===== config.mk =====
export PLATFORM = sky130hd
export DESIGN_NAME = sha256_sha224_hash_engine_core
export DESIGN_NICKNAME = d
export VERILOG_FILES = /design/src/hw/rtl/sha2he_pkg.sv /design/src/hw/rtl/sha2he_round.sv /design/src/hw/rtl/sha2he_outbuf.sv /design/src/hw/rtl/sha256_sha224_hash_engine_core.sv
export SDC_FILE = /design/constraint.sdc
export NUM_CORES = 2
export LEC_CHECK = 0
export BUFFER_PORTS_ARGS = -buffer_cell sky130_fd_sc_hd__buf_2
export CAP_MARGIN = 10
export CORE_MARGIN = 8
export CORE_UTILIZATION = 42
export DETAILED_ROUTE_END_ITERATION = 10
export GPL_TIMING_DRIVEN = 0
export MAX_ROUTING_LAYER = met4
export PLACE_DENSITY = 0.64
export SYNTH_ARGS = -nofsm -noshare
export SYNTH_HDL_FRONTEND = slang
export SYNTH_SLANG_ARGS = --single-unit

===== constraint.sdc =====
create_clock -name clock -period 12.4 [get_ports clock]
set_input_delay 1.86 -clock clock [delete_from_list [all_inputs] [get_ports clock]]
set_output_delay 1.86 -clock clock [all_outputs]
set_load 0.01 [all_outputs]

===== src/hw/rtl/sha2he_pkg.sv =====
`default_nettype none
// ----------------------------------------------------------------------------
// sha2he_pkg
// Shared types and constants of the SHA-256 / SHA-224 hash engine: word and
// working-set types, round constants, initial values.
// ----------------------------------------------------------------------------
package sha2he_pkg;

   typedef logic [31:0] word_type;

   // Eight-word set a..h (or H0..H7), index 0 is a / H0
   typedef word_type [0:7] work_type;

   localparam int        BLOCK_WORDS = 16;
   localparam logic [5:0] LAST_ROUND = 6'd63;
   localparam logic [5:0] PAD_LIMIT  = 6'd56;
   localparam logic [7:0] PAD_BYTE   = 8'h80;
   localparam logic [6:0] BLOCK_BYTES = 7'd64;

   localparam logic [2:0] LAST_IDX_SHA256 = 3'd7;
   localparam logic [2:0] LAST_IDX_SHA224 = 3'd6;

   localparam logic MODE_SHA256 = 1'b0;
   localparam logic MODE_SHA224 = 1'b1;

   localparam word_type ROUND_K [64] = '{
      32'h428a2f98, 32'h71374491, 32'hb5c0fbcf, 32'he9b5dba5,
      32'h3956c25b, 32'h59f111f1, 32'h923f82a4, 32'hab1c5ed5,
      32'hd807aa98, 32'h12835b01, 32'h243185be, 32'h550c7dc3,
      32'h72be5d74, 32'h80deb1fe, 32'h9bdc06a7, 32'hc19bf174,
      32'he49b69c1, 32'hefbe4786, 32'h0fc19dc6, 32'h240ca1cc,
      32'h2de92c6f, 32'h4a7484aa, 32'h5cb0a9dc, 32'h76f988da,
      32'h983e5152, 32'ha831c66d, 32'hb00327c8, 32'hbf597fc7,
      32'hc6e00bf3, 32'hd5a79147, 32'h06ca6351, 32'h14292967,
      32'h27b70a85, 32'h2e1b2138, 32'h4d2c6dfc, 32'h53380d13,
      32'h650a7354, 32'h766a0abb, 32'h81c2c92e, 32'h92722c85,
      32'ha2bfe8a1, 32'ha81a664b, 32'hc24b8b70, 32'hc76c51a3,
      32'hd192e819, 32'hd6990624, 32'hf40e3585, 32'h106aa070,
      32'h19a4c116, 32'h1e376c08, 32'h2748774c, 32'h34b0bcb5,
      32'h391c0cb3, 32'h4ed8aa4a, 32'h5b9cca4f, 32'h682e6ff3,
      32'h748f82ee, 32'h78a5636f, 32'h84c87814, 32'h8cc70208,
      32'h90befffa, 32'ha4506ceb, 32'hbef9a3f7, 32'hc67178f2
   };

   localparam work_type IV_SHA256 = '{
      32'h6a09e667, 32'hbb67ae85, 32'h3c6ef372, 32'ha54ff53a,
      32'h510e527f, 32'h9b05688c, 32'h1f83d9ab, 32'h5be0cd19
   };

   localparam work_type IV_SHA224 = '{
      32'hc1059ed8, 32'h367cd507, 32'h3070dd17, 32'hf70e5939,
      32'hffc00b31, 32'h68581511, 32'h64f98fa7, 32'hbefa4fa4
   };

   function automatic work_type init_value(input logic mode);
      return (mode == MODE_SHA224) ? IV_SHA224 : IV_SHA256;
   endfunction

endpackage
`default_nettype wire


===== src/hw/rtl/sha2he_round.sv =====
`default_nettype none
// ----------------------------------------------------------------------------
// sha2he_round
// One SHA-256 compression round and one message schedule step, shared by
// all 64 rounds of every block.
// ----------------------------------------------------------------------------
module sha2he_round
   import sha2he_pkg::*;
(
   input  work_type wv,
   input  word_type round_k,
   input  word_type w0,
   input  word_type w1,
   input  word_type w9,
   input  word_type w14,
   output work_type wv_next,
   output word_type w_next
);

   function automatic word_type rotr(input word_type x, input int n);
      return (x >> n) | (x << (32 - n));
   endfunction

   word_type big_s0, big_s1, ch, maj, t1, t2, sm0, sm1;

   always_comb begin
      big_s1 = rotr(wv[4], 6) ^ rotr(wv[4], 11) ^ rotr(wv[4], 25);
      ch     = (wv[4] & wv[5]) ^ (~wv[4] & wv[6]);
      t1     = wv[7] + big_s1 + ch + round_k + w0;
      big_s0 = rotr(wv[0], 2) ^ rotr(wv[0], 13) ^ rotr(wv[0], 22);
      maj    = (wv[0] & wv[1]) ^ (wv[0] & wv[2]) ^ (wv[1] & wv[2]);
      t2     = big_s0 + maj;
      wv_next = '{t1 + t2, wv[0], wv[1], wv[2], wv[3] + t1, wv[4], wv[5], wv[6]};
      // extend the schedule window by one word
      sm0    = rotr(w1, 7) ^ rotr(w1, 18) ^ (w1 >> 3);
      sm1    = rotr(w14, 17) ^ rotr(w14, 19) ^ (w14 >> 10);
      w_next = sm1 + w9 + sm0 + w0;
   end

endmodule
`default_nettype wire


===== src/hw/rtl/sha2he_outbuf.sv =====
`default_nettype none
// ----------------------------------------------------------------------------
// sha2he_outbuf
// Digest holding buffer: takes a whole digest at once and hands it out one
// word per transfer, most significant word first.
// ----------------------------------------------------------------------------
module sha2he_outbuf
   import sha2he_pkg::*;
(
   input  logic       clock,
   input  logic       reset,
   input  logic       load,
   input  work_type   load_words,
   input  logic [2:0] load_last_idx,
   output logic       busy,
   output logic       rsp_valid,
   input  logic       rsp_ready,
   output word_type   rsp_digest_word,
   output logic       rsp_digest_last
);

   work_type   words_ff, words_in;
   logic [2:0] idx_ff, idx_in;
   logic [2:0] last_idx_ff, last_idx_in;
   logic       valid_ff, valid_in;

   always_comb begin
      words_in    = words_ff;
      idx_in      = idx_ff;
      last_idx_in = last_idx_ff;
      valid_in    = valid_ff;
      if (load) begin
         words_in    = load_words;
         idx_in      = '0;
         last_idx_in = load_last_idx;
         valid_in    = 1'b1;
      end else if (valid_ff && rsp_ready) begin
         if (idx_ff == last_idx_ff) begin
            valid_in = 1'b0;
         end else begin
            idx_in = idx_ff + 3'd1;
         end
      end
   end

   always_ff @(posedge clock) begin
      if (reset) begin
         idx_ff      <= '0;
         last_idx_ff <= '0;
         valid_ff    <= 1'b0;
      end else begin
         idx_ff      <= idx_in;
         last_idx_ff <= last_idx_in;
         valid_ff    <= valid_in;
      end
      words_ff <= words_in;
   end

   assign busy            = valid_ff;
   assign rsp_valid       = valid_ff;
   assign rsp_digest_word = words_ff[idx_ff];
   assign rsp_digest_last = (idx_ff == last_idx_ff);

endmodule
`default_nettype wire


===== src/hw/rtl/sha256_sha224_hash_engine_core.sv =====
`default_nettype none
// ----------------------------------------------------------------------------
// sha256_sha224_hash_engine_core
// Streaming SHA-256 / SHA-224 engine with a single shared round unit.
// ----------------------------------------------------------------------------
// Feed the message as big-endian 32-bit words, each with its count of valid
// bytes (counts above four act as four) and an end flag on the final word;
// an empty message is a single end word with a count of zero. A word that
// does not fill the 64-byte block is merged into the block buffer. The word
// that fills a block starts the compression: 64 rounds of the shared round
// unit (one round per cycle, the schedule window is the block buffer itself,
// shifted once a round) and then a final step that folds the working set
// into the chaining value; if the word spills past the block end, the
// remainder is stored afterwards in the ABSORB state. The end word adds a
// padding step, one compression (two when more than 55 bytes are held, with
// a step to set up the length-only block) and a step to hand the digest to
// the output buffer, once the previous digest has drained. No new word is
// taken while a block is being compressed. The digest (eight words for
// SHA-256, seven for SHA-224) drains from its own buffer, so the next message
// may start while it is still being taken. Writing digest_mode drops any
// message in progress and restarts from the new mode's initial value; write
// it only while idle.
// ----------------------------------------------------------------------------
module sha256_sha224_hash_engine_core
   import sha2he_pkg::*;
(
   input  logic        clock,
   input  logic        reset,
   input  logic        req_valid,
   output logic        req_ready,
   input  logic [31:0] req_data_word,
   input  logic [2:0]  req_byte_count,
   input  logic        req_message_end,
   output logic        rsp_valid,
   input  logic        rsp_ready,
   output logic [31:0] rsp_digest_word,
   output logic        rsp_digest_last,
   input  logic        csr_write_enable,
   input  logic        csr_write_data
);

   typedef enum logic [2:0] {
      ST_IDLE,
      ST_ABSORB,
      ST_PAD,
      ST_LEN,
      ST_ROUND,
      ST_FINAL,
      ST_OUT
   } state_type;

   state_type   state_ff, state_in;
   state_type   cont_ff, cont_in;      // where to resume after a compression
   logic        mode_ff, mode_in;
   work_type    chain_ff, chain_in;
   work_type    wv_ff, wv_in;
   word_type    blk_ff [BLOCK_WORDS];
   word_type    blk_in [BLOCK_WORDS];
   logic [5:0]  fill_ff, fill_in;
   logic [63:0] bits_ff, bits_in;
   logic [5:0]  rnd_ff, rnd_in;
   word_type    hold_word_ff, hold_word_in;
   logic [2:0]  hold_cnt_ff, hold_cnt_in;
   logic        hold_last_ff, hold_last_in;

   // Absorb path: bytes come from the port in IDLE, from the held remainder
   // in ABSORB.
   word_type    src_word;
   logic [2:0]  src_cnt;
   logic        last_now;
   logic [6:0]  room;
   logic [2:0]  take;
   logic [6:0]  fill_sum;
   logic        block_full;
   word_type    blk_merge [BLOCK_WORDS];
   word_type    blk_pad [BLOCK_WORDS];
   word_type    blk_len [BLOCK_WORDS];

   work_type    rnd_wv;
   word_type    rnd_w;

   logic        ob_load;
   logic        ob_busy;

   sha2he_round u_round (
      .wv      (wv_ff),
      .round_k (ROUND_K[rnd_ff]),
      .w0      (blk_ff[0]),
      .w1      (blk_ff[1]),
      .w9      (blk_ff[9]),
      .w14     (blk_ff[14]),
      .wv_next (rnd_wv),
      .w_next  (rnd_w)
   );

   sha2he_outbuf u_outbuf (
      .clock           (clock),
      .reset           (reset),
      .load            (ob_load),
      .load_words      (chain_ff),
      .load_last_idx   ((mode_ff == MODE_SHA224) ? LAST_IDX_SHA224 : LAST_IDX_SHA256),
      .busy            (ob_busy),
      .rsp_valid       (rsp_valid),
      .rsp_ready       (rsp_ready),
      .rsp_digest_word (rsp_digest_word),
      .rsp_digest_last (rsp_digest_last)
   );

   assign req_ready = (state_ff == ST_IDLE);

   always_comb begin
      if (state_ff == ST_ABSORB) begin
         src_word = hold_word_ff;
         src_cnt  = hold_cnt_ff;
         last_now = hold_last_ff;
      end else begin
         src_word = req_data_word;
         src_cnt  = (req_byte_count > 3'd4) ? 3'd4 : req_byte_count;
         last_now = req_message_end;
      end
      // take no more bytes than the block has room for
      room       = BLOCK_BYTES - {1'b0, fill_ff};
      take       = ({4'd0, src_cnt} > room) ? room[2:0] : src_cnt;
      fill_sum   = {1'b0, fill_ff} + {4'd0, take};
      block_full = (fill_sum == BLOCK_BYTES);
   end

   // Drop the accepted bytes into their byte lanes at the fill position.
   always_comb begin
      logic [5:0] off;
      for (int p = 0; p < 64; p++) begin
         off = 6'(p) - fill_ff;
         if (p % 4 == 0) begin
            blk_merge[p / 4] = blk_ff[p / 4];
         end
         if (off < {3'd0, take}) begin
            blk_merge[p / 4][8 * (3 - p % 4) +: 8] = 8'(src_word >> {~off[1:0], 3'b000});
         end
      end
   end

   // Padding: marker byte at the fill position, zeros after it, and the bit
   // length in the last two words when it fits in this block.
   always_comb begin
      for (int p = 0; p < 64; p++) begin
         if (p % 4 == 0) begin
            blk_pad[p / 4] = blk_ff[p / 4];
         end
         if (6'(p) == fill_ff) begin
            blk_pad[p / 4][8 * (3 - p % 4) +: 8] = PAD_BYTE;
         end else if (6'(p) > fill_ff) begin
            blk_pad[p / 4][8 * (3 - p % 4) +: 8] = 8'h00;
         end
      end
      if (fill_ff < PAD_LIMIT) begin
         blk_pad[14] = bits_ff[63:32];
         blk_pad[15] = bits_ff[31:0];
      end
   end

   // Extra length-only block when the marker left no room for the length.
   always_comb begin
      for (int i = 0; i < BLOCK_WORDS - 2; i++) begin
         blk_len[i] = '0;
      end
      blk_len[14] = bits_ff[63:32];
      blk_len[15] = bits_ff[31:0];
   end

   always_comb begin
      state_in     = state_ff;
      cont_in      = cont_ff;
      mode_in      = mode_ff;
      chain_in     = chain_ff;
      wv_in        = wv_ff;
      blk_in       = blk_ff;
      fill_in      = fill_ff;
      bits_in      = bits_ff;
      rnd_in       = rnd_ff;
      hold_word_in = hold_word_ff;
      hold_cnt_in  = hold_cnt_ff;
      hold_last_in = hold_last_ff;
      ob_load      = 1'b0;

      case (state_ff)
         ST_IDLE, ST_ABSORB: begin
            if (state_ff == ST_ABSORB || req_valid) begin
               if (state_ff == ST_IDLE) begin
                  bits_in      = bits_ff + {58'd0, src_cnt, 3'b000};
                  hold_last_in = req_message_end;
               end
               blk_in       = blk_merge;
               hold_word_in = src_word << {take, 3'b000};
               hold_cnt_in  = src_cnt - take;
               if (block_full) begin
                  // block complete: compress, then store any spill-over
                  fill_in  = '0;
                  wv_in    = chain_ff;
                  rnd_in   = '0;
                  state_in = ST_ROUND;
                  if (src_cnt != take) begin
                     cont_in = ST_ABSORB;
                  end else if (last_now) begin
                     cont_in = ST_PAD;
                  end else begin
                     cont_in = ST_IDLE;
                  end
               end else begin
                  fill_in  = fill_sum[5:0];
                  state_in = last_now ? ST_PAD : ST_IDLE;
               end
            end
         end
         ST_PAD: begin
            blk_in   = blk_pad;
            wv_in    = chain_ff;
            rnd_in   = '0;
            state_in = ST_ROUND;
            cont_in  = (fill_ff >= PAD_LIMIT) ? ST_LEN : ST_OUT;
            fill_in  = '0;
         end
         ST_LEN: begin
            blk_in   = blk_len;
            wv_in    = chain_ff;
            rnd_in   = '0;
            state_in = ST_ROUND;
            cont_in  = ST_OUT;
         end
         ST_ROUND: begin
            // advance one round and shift the schedule window
            wv_in = rnd_wv;
            for (int i = 0; i < BLOCK_WORDS - 1; i++) begin
               blk_in[i] = blk_ff[i + 1];
            end
            blk_in[BLOCK_WORDS - 1] = rnd_w;
            rnd_in = rnd_ff + 6'd1;
            if (rnd_ff == LAST_ROUND) begin
               state_in = ST_FINAL;
            end
         end
         ST_FINAL: begin
            for (int i = 0; i < 8; i++) begin
               chain_in[i] = chain_ff[i] + wv_ff[i];
            end
            state_in = cont_ff;
         end
         ST_OUT: begin
            // hold until the previous digest has drained
            if (!ob_busy) begin
               ob_load  = 1'b1;
               chain_in = init_value(mode_ff);
               bits_in  = '0;
               fill_in  = '0;
               state_in = ST_IDLE;
            end
         end
         default: begin
            state_in = ST_IDLE;
         end
      endcase

      if (csr_write_enable) begin
         mode_in  = csr_write_data;
         chain_in = init_value(csr_write_data);
         bits_in  = '0;
         fill_in  = '0;
         rnd_in   = '0;
         state_in = ST_IDLE;
      end
   end

   always_ff @(posedge clock) begin
      if (reset) begin
         state_ff     <= ST_IDLE;
         cont_ff      <= ST_IDLE;
         mode_ff      <= MODE_SHA256;
         chain_ff     <= IV_SHA256;
         fill_ff      <= '0;
         bits_ff      <= '0;
         rnd_ff       <= '0;
         hold_cnt_ff  <= '0;
         hold_last_ff <= 1'b0;
      end else begin
         state_ff     <= state_in;
         cont_ff      <= cont_in;
         mode_ff      <= mode_in;
         chain_ff     <= chain_in;
         fill_ff      <= fill_in;
         bits_ff      <= bits_in;
         rnd_ff       <= rnd_in;
         hold_cnt_ff  <= hold_cnt_in;
         hold_last_ff <= hold_last_in;
      end
      wv_ff        <= wv_in;
      blk_ff       <= blk_in;
      hold_word_ff <= hold_word_in;
   end

endmodule
`default_nettype wire

; ---- After elaboration in Yosys (flattened, before gate mapping)
; Memory sizes are Yosys's and may differ from the RTL's.
; Cells that the tools add are included.
[classes]
addsub = 88
n_eq_ne = 207
n_div = 0
n_reduce_logical = 90
muxes = 241
n_shift = 65
multipliers = 0
bitwise = 94
magnitude_cmp = 134
[op_table]
columns = op, n
row1 = one-hot mux 512 bit (4 select lines), 1
row2 = right shift 32 x 5 -> 8 bit, 64
row3 = two-way mux 256 bit, 6
row4 = two-way mux 8 bit, 192
row5 = one-hot mux 256 bit (3 select lines), 1
row6 = adder 32 bit, 18
row7 = two-way mux 512 bit, 1
row8 = one-hot mux 256 bit (2 select lines), 1
row9 = less-than comparator 6 x 3 -> 1 bit, 64
row10 = XOR 32 bit, 9
row11 = AND reduction 4 bit, 65
row12 = two-way mux 64 bit, 4
row13 = equality test 6 bit (first input constant), 32
row14 = > comparator 6 bit (first input constant), 32
row15 = subtractor 6 bit (first input constant), 32
row16 = != test 3 bit (second input constant), 57
row17 = AND 32 bit, 5
row18 = two-way mux 32 bit, 5
row19 = != test 2 bit (second input constant), 69
row20 = NOT 2 bit, 64
row21 = one-hot mux 64 bit (2 select lines), 1
row22 = binary-select mux 32 bit (select 3 bit), 1
row23 = equality test 5 x 6 -> 1 bit (first input constant), 16
row24 = > comparator 5 x 6 -> 1 bit (first input constant), 16
row25 = other kinds (67), 163
[totals]
mem_bits_ro = 2048
ff_bits = 1406
n_memories = 1
latchBits = 0
elab_cells = 1020
ram_bits = 0
in_bits = 42
output_inout_bits = 35
[mem_list]
columns = memory, words, word_bits, rd, rd_ports_with_merged_regs, write_ports, line_no
row1 = (no name shown), 64, 32, 1, 0, 0, sha256_sha224_hash_engine_core.sv:87  ; .round_k (ROUND_K[rnd_ff]),

; ---- Longest topological paths before layout
[logic_depth]
depth_word = 10
ltp_mapped = 36
mapped_depth_nobuf = 34

; ---- Hierarchy
; A second synthesis with hierarchy kept.
[unflattened]
cells_unflattened = 8961
hier_area_um2 = 89807.4
[modules_own_cells]
columns = module, instances, area_each_um2, seq_area_each_um2, cells_each
row1 = sha256_sha224_hash_engine_core, 1, 64490.6, 30829.6, 6678
row2 = sha2he_round, 1, 15230.9, 0.0, 1866
row3 = sha2he_outbuf, 1, 10085.9, 7827.5, 417

; ---- Worst setup path after synthesis
; Ideal clock, no wire load.
[synth_path]
path_kind = reg-to-reg
from = register state_ff[0]
to = register u_outbuf.words_ff[0] in the netlist's numbering, enable pin
path_stages_with_launch = 6
setup_ns = 0.886
arrival_time_ns = 11.768
synth_period_minus_slack_ns = 12.654
slack_ns = -0.254
required_time_ns = 11.514
path_buffers = 2
path_cell_list = dfxtp_1 > clkbuf_1 > nor2b_1 > nand2_1 > clkbuf_1 > nor2_1
[synth_via]
elab_chain_len = 2
[synth_lines]
columns = element, line_no
row1 = start: declaration, sha256_sha224_hash_engine_core.sv:52  ; state_type state_ff, state_in;
row2 = start signal: assignment, sha256_sha224_hash_engine_core.sv:284  ; state_ff <= state_in;
row3 = equality test 3 bit, sha256_sha224_hash_engine_core.sv:185  ; case (state_ff)
row4 = two-way mux 1 bit, sha256_sha224_hash_engine_core.sv:185
row5 = net ob_load, sha256_sha224_hash_engine_core.sv:82  ; logic ob_load;
row6 = end signal: assignment, sha2he_outbuf.sv:56  ; words_ff <= words_in;
row7 = end: declaration, sha2he_outbuf.sv:22  ; work_type words_ff, words_in;
; The timed path passes the listed nets, and every way through them passes these cells.
; A chain may end at the register's enable or synchronous reset.

==> flow_summary_export.csv <==
group,metric,value,unit
clock_tree,htree_levels,4,
detailed_routing,viasPerCell,6.320,
setup_path,critPathMaxFanout,14,
clock_tree,cts_tree,"done",
logic_synthesis,synth-seq-cells,1402,
logic_synthesis,ys.flop_type,"edfxtp_1",
run,max_cap_violations,0,
sta,fin_crit_sh,91.31,%
sta,finalHoldViolations,0,
detailed_routing,drtAntennaViolNets,0,
clock_tree,clock_sinks,1402,
run_status,status,"finished, final reports clean",
die,initial_core_util,42.26,%
sta,slew_violations,0,
logic_synthesis,synth_most_common_cell,"nand2_1",
final_layout,area_growth,12.15,%
final_layout,fill_cells,19390,
grt,first_global_vias,71450,
die,die_w,472.7,µm
sta,rsz0062_at_grt,"no",
logic_synthesis,syn_avg_cell_area,10.16,µm²
pwr,power,17.42,mW
hold_path,hp-class,"flop to flop",
final_layout,utilization,47.39,%
logic_synthesis,syn_inst,8620,
setup_path,endpoint_kind,"flop",
logic_synthesis,ys.warnings.count,0,
clock_tree,clk_latency,0.87,ns
logic_synthesis,synth.cell_area,87590,µm²
placement,io_buffers,75,
detailed_routing,drt_iter0_markers,10130,
sta,worst_pin_slew,1.430,ns
pwr,p_leak,38.91,nW
grt,antenna_found_initial,17,
die,core_area,207300,µm²
final_layout,fin_area,98240,µm²
logic_synthesis,synth_commonest_cells,"nand2_1 (1073), edfxtp_1 (1056), a21oi_1 (605)",
placement,dp_hpwl,312400,µm
setup_path,crit_required,12.98,ns
placement,place_congestion,1.094,
grt,grt-ovfl-total,0,
final_layout,drive_gt1_share,7.638,%
die,die_h,472.7,µm
detailed_routing,wl,402400,µm
sta,slew_headroom,1.960,%
detailed_routing,drc,0,
detailed_routing,wire_per_inst,33.88,µm
logic_synthesis,ys_seq_area_share,44.11,%
die,num_rows,167,
placement,dpl_cell_area,92750,µm²
clock_tree,cts.clk_slew.worst_paths,0.07,ns
clock_tree,cts_resized,0,
final_layout,nets,9610,
sta,fin_skew,0.04428,ns
logic_synthesis,synth_top_cell_by_area,"edfxtp_1",
detailed_routing,first_pass_iters,6,
final_layout,seq_area,38640,µm²
logic_synthesis,yosys-top-cells-area,"edfxtp_1 (36%), dfxtp_1 (7.9%), ha_1 (6.2%)",
grt,grt_pass1_wl,553800,µm
clock_tree,cts_buffers,157,
logic_synthesis,async_flop_share,0,%
setup_path,arrival,11.90,ns
setup_path,worstSetupPathType,"flop to flop",
final_layout,multiInputGateArea,45730,µm²
setup_path,worstSetupStartpointType,"flop",
clock_tree,cts_hold_buf,0,
setup_path,critical-path-slowest-cell,"o21ai_1",
sta,timing.fmax,0.08832,GHz
logic_synthesis,synth-edff-count,1056,
pwr,power_density,177.3,nW/µm²
die,dieArea,223400,µm²
sta,fin_crit,11.32,ns
clock_tree,postCtsSetupRepairBufs,0,
logic_synthesis,syn_nets,9292,
sta,holdWs,0.4555,ns
logic_synthesis,synth_top_cell_area_share,36.20,%
clock_tree,cts_root_buf,"clkbuf_16",
pwr,ir_drop,158.3,µV
logic_synthesis,ys_types,101,
sta,fin_tns_setup,0,ns
die,top_level_ports,77,
grt,grt_max_degree,38,
grt,grt_util_all_layers,35.72,%
sta,setup_viol,0,
detailed_routing,num_vias,75060,
clock_tree,clockBufferDepth,3,
setup_path,slowest_delay,0.80,ns
## cell families (layout without fill, tap and decap cells)
logic type	Yosys count	after routing	share of synthesized area [%]
flops	1402	1402	44.11
fa+ha+maj	659	659	11.04
buf+inv	916	1369	3.970
mux	262	262	4.314
compound gates	2428	2428	18.38
xor+xnor	664	664	6.639
simple gates	2289	2289	11.56
other cells	0	15	0
## report_power, final
part / switching, mW / internal (mW)
registers: 0.188 / 5.29
logic: 4.35 / 2.63
clock network: 2.21 / 2.75
total: 6.75 / 10.7
## layout by cell type, fill, tap and decap left out, drive strengths merged, types with 124 or more instances in the layout
cell type  Yosys  final
nand2       1074   1074
edfxtp      1056   1056
clkbuf       415    614
a21oi        607    607
a21o         579    579
nor2         530    530
xnor2        473    473
o21ai        456    456
ha           431    431
inv          413    422
dfxtp        346    346
buf           84    243
fa           199    199
xor2         191    191
nor3         133    133
nand3        125    125
mux2i        124    124
## registers in the layout, summed over array words and instances, names as in the netlist, 6 cells and up
signal and flops:
u_outbuf.words_ff 256, wv_ff 256, bits_ff 61, fill_ff 6, rnd_ff 6, hold_word_ff 32, blk_ff 512, chain_ff 256
## worst paths after layout
kind,slack (ns),startpoint,cells past startpoint,end
max,1.08,rnd_ff[0]$_SDFFE_PP0P_,35,wv_ff[255]$_DFFE_PP_
min reg2reg,0.46,chain_ff[223]$_SDFFE_PP1P_,0,u_outbuf.words_ff[223]$_DFFE_PP_
max reg2reg,1.08,rnd_ff[0]$_SDFFE_PP0P_,35,wv_ff[255]$_DFFE_PP_
min,0.46,chain_ff[223]$_SDFFE_PP1P_,0,u_outbuf.words_ff[223]$_DFFE_PP_
## per-stage QoR
step           instances  setup WS [ns]
5_1_grt            11870         0.9525
3_3_place_gp       11480         -3.917
3_5_place_dp       11560          1.555
2_1_floorplan       8620          2.199
6_report           11880          1.078
4_1_cts            11850          1.526
## routing by layer
| layer | GRT usage, % | share of wire, % |
|---|---|---|
| met5 | - | 0 |
| met4 | 25.86 | 9.4 |
| met3 | 6.516 | 9.3 |
| met2 | 53.94 | 44 |
| met1 | 43.05 | 37 |
## layout make-up
type                    count  area share, %
plain buffers             499          1.964
inverters                 417          1.597
repair buffers            159          1.532
well taps                2788          3.551
clock buffers             199          4.262
diodes                     15        0.03821
flip-flops and latches   1402          39.33
multi-input cells        6302          46.55
clock inverters            95          1.181
## critical path, delay by kind of cell (launching register included)
family | cells | cell delay (ns)
AOI/OAI and AO/OA | 16 | 4.28
adders and majority gates | 6 | 2.60
DFF | 1 | 0.51
xor gates and xnor gates | 2 | 0.77
and+or+nand+nor | 6 | 1.25
buffers and inverters | 5 | 1.63
Power figures use the tool's default switching activity.
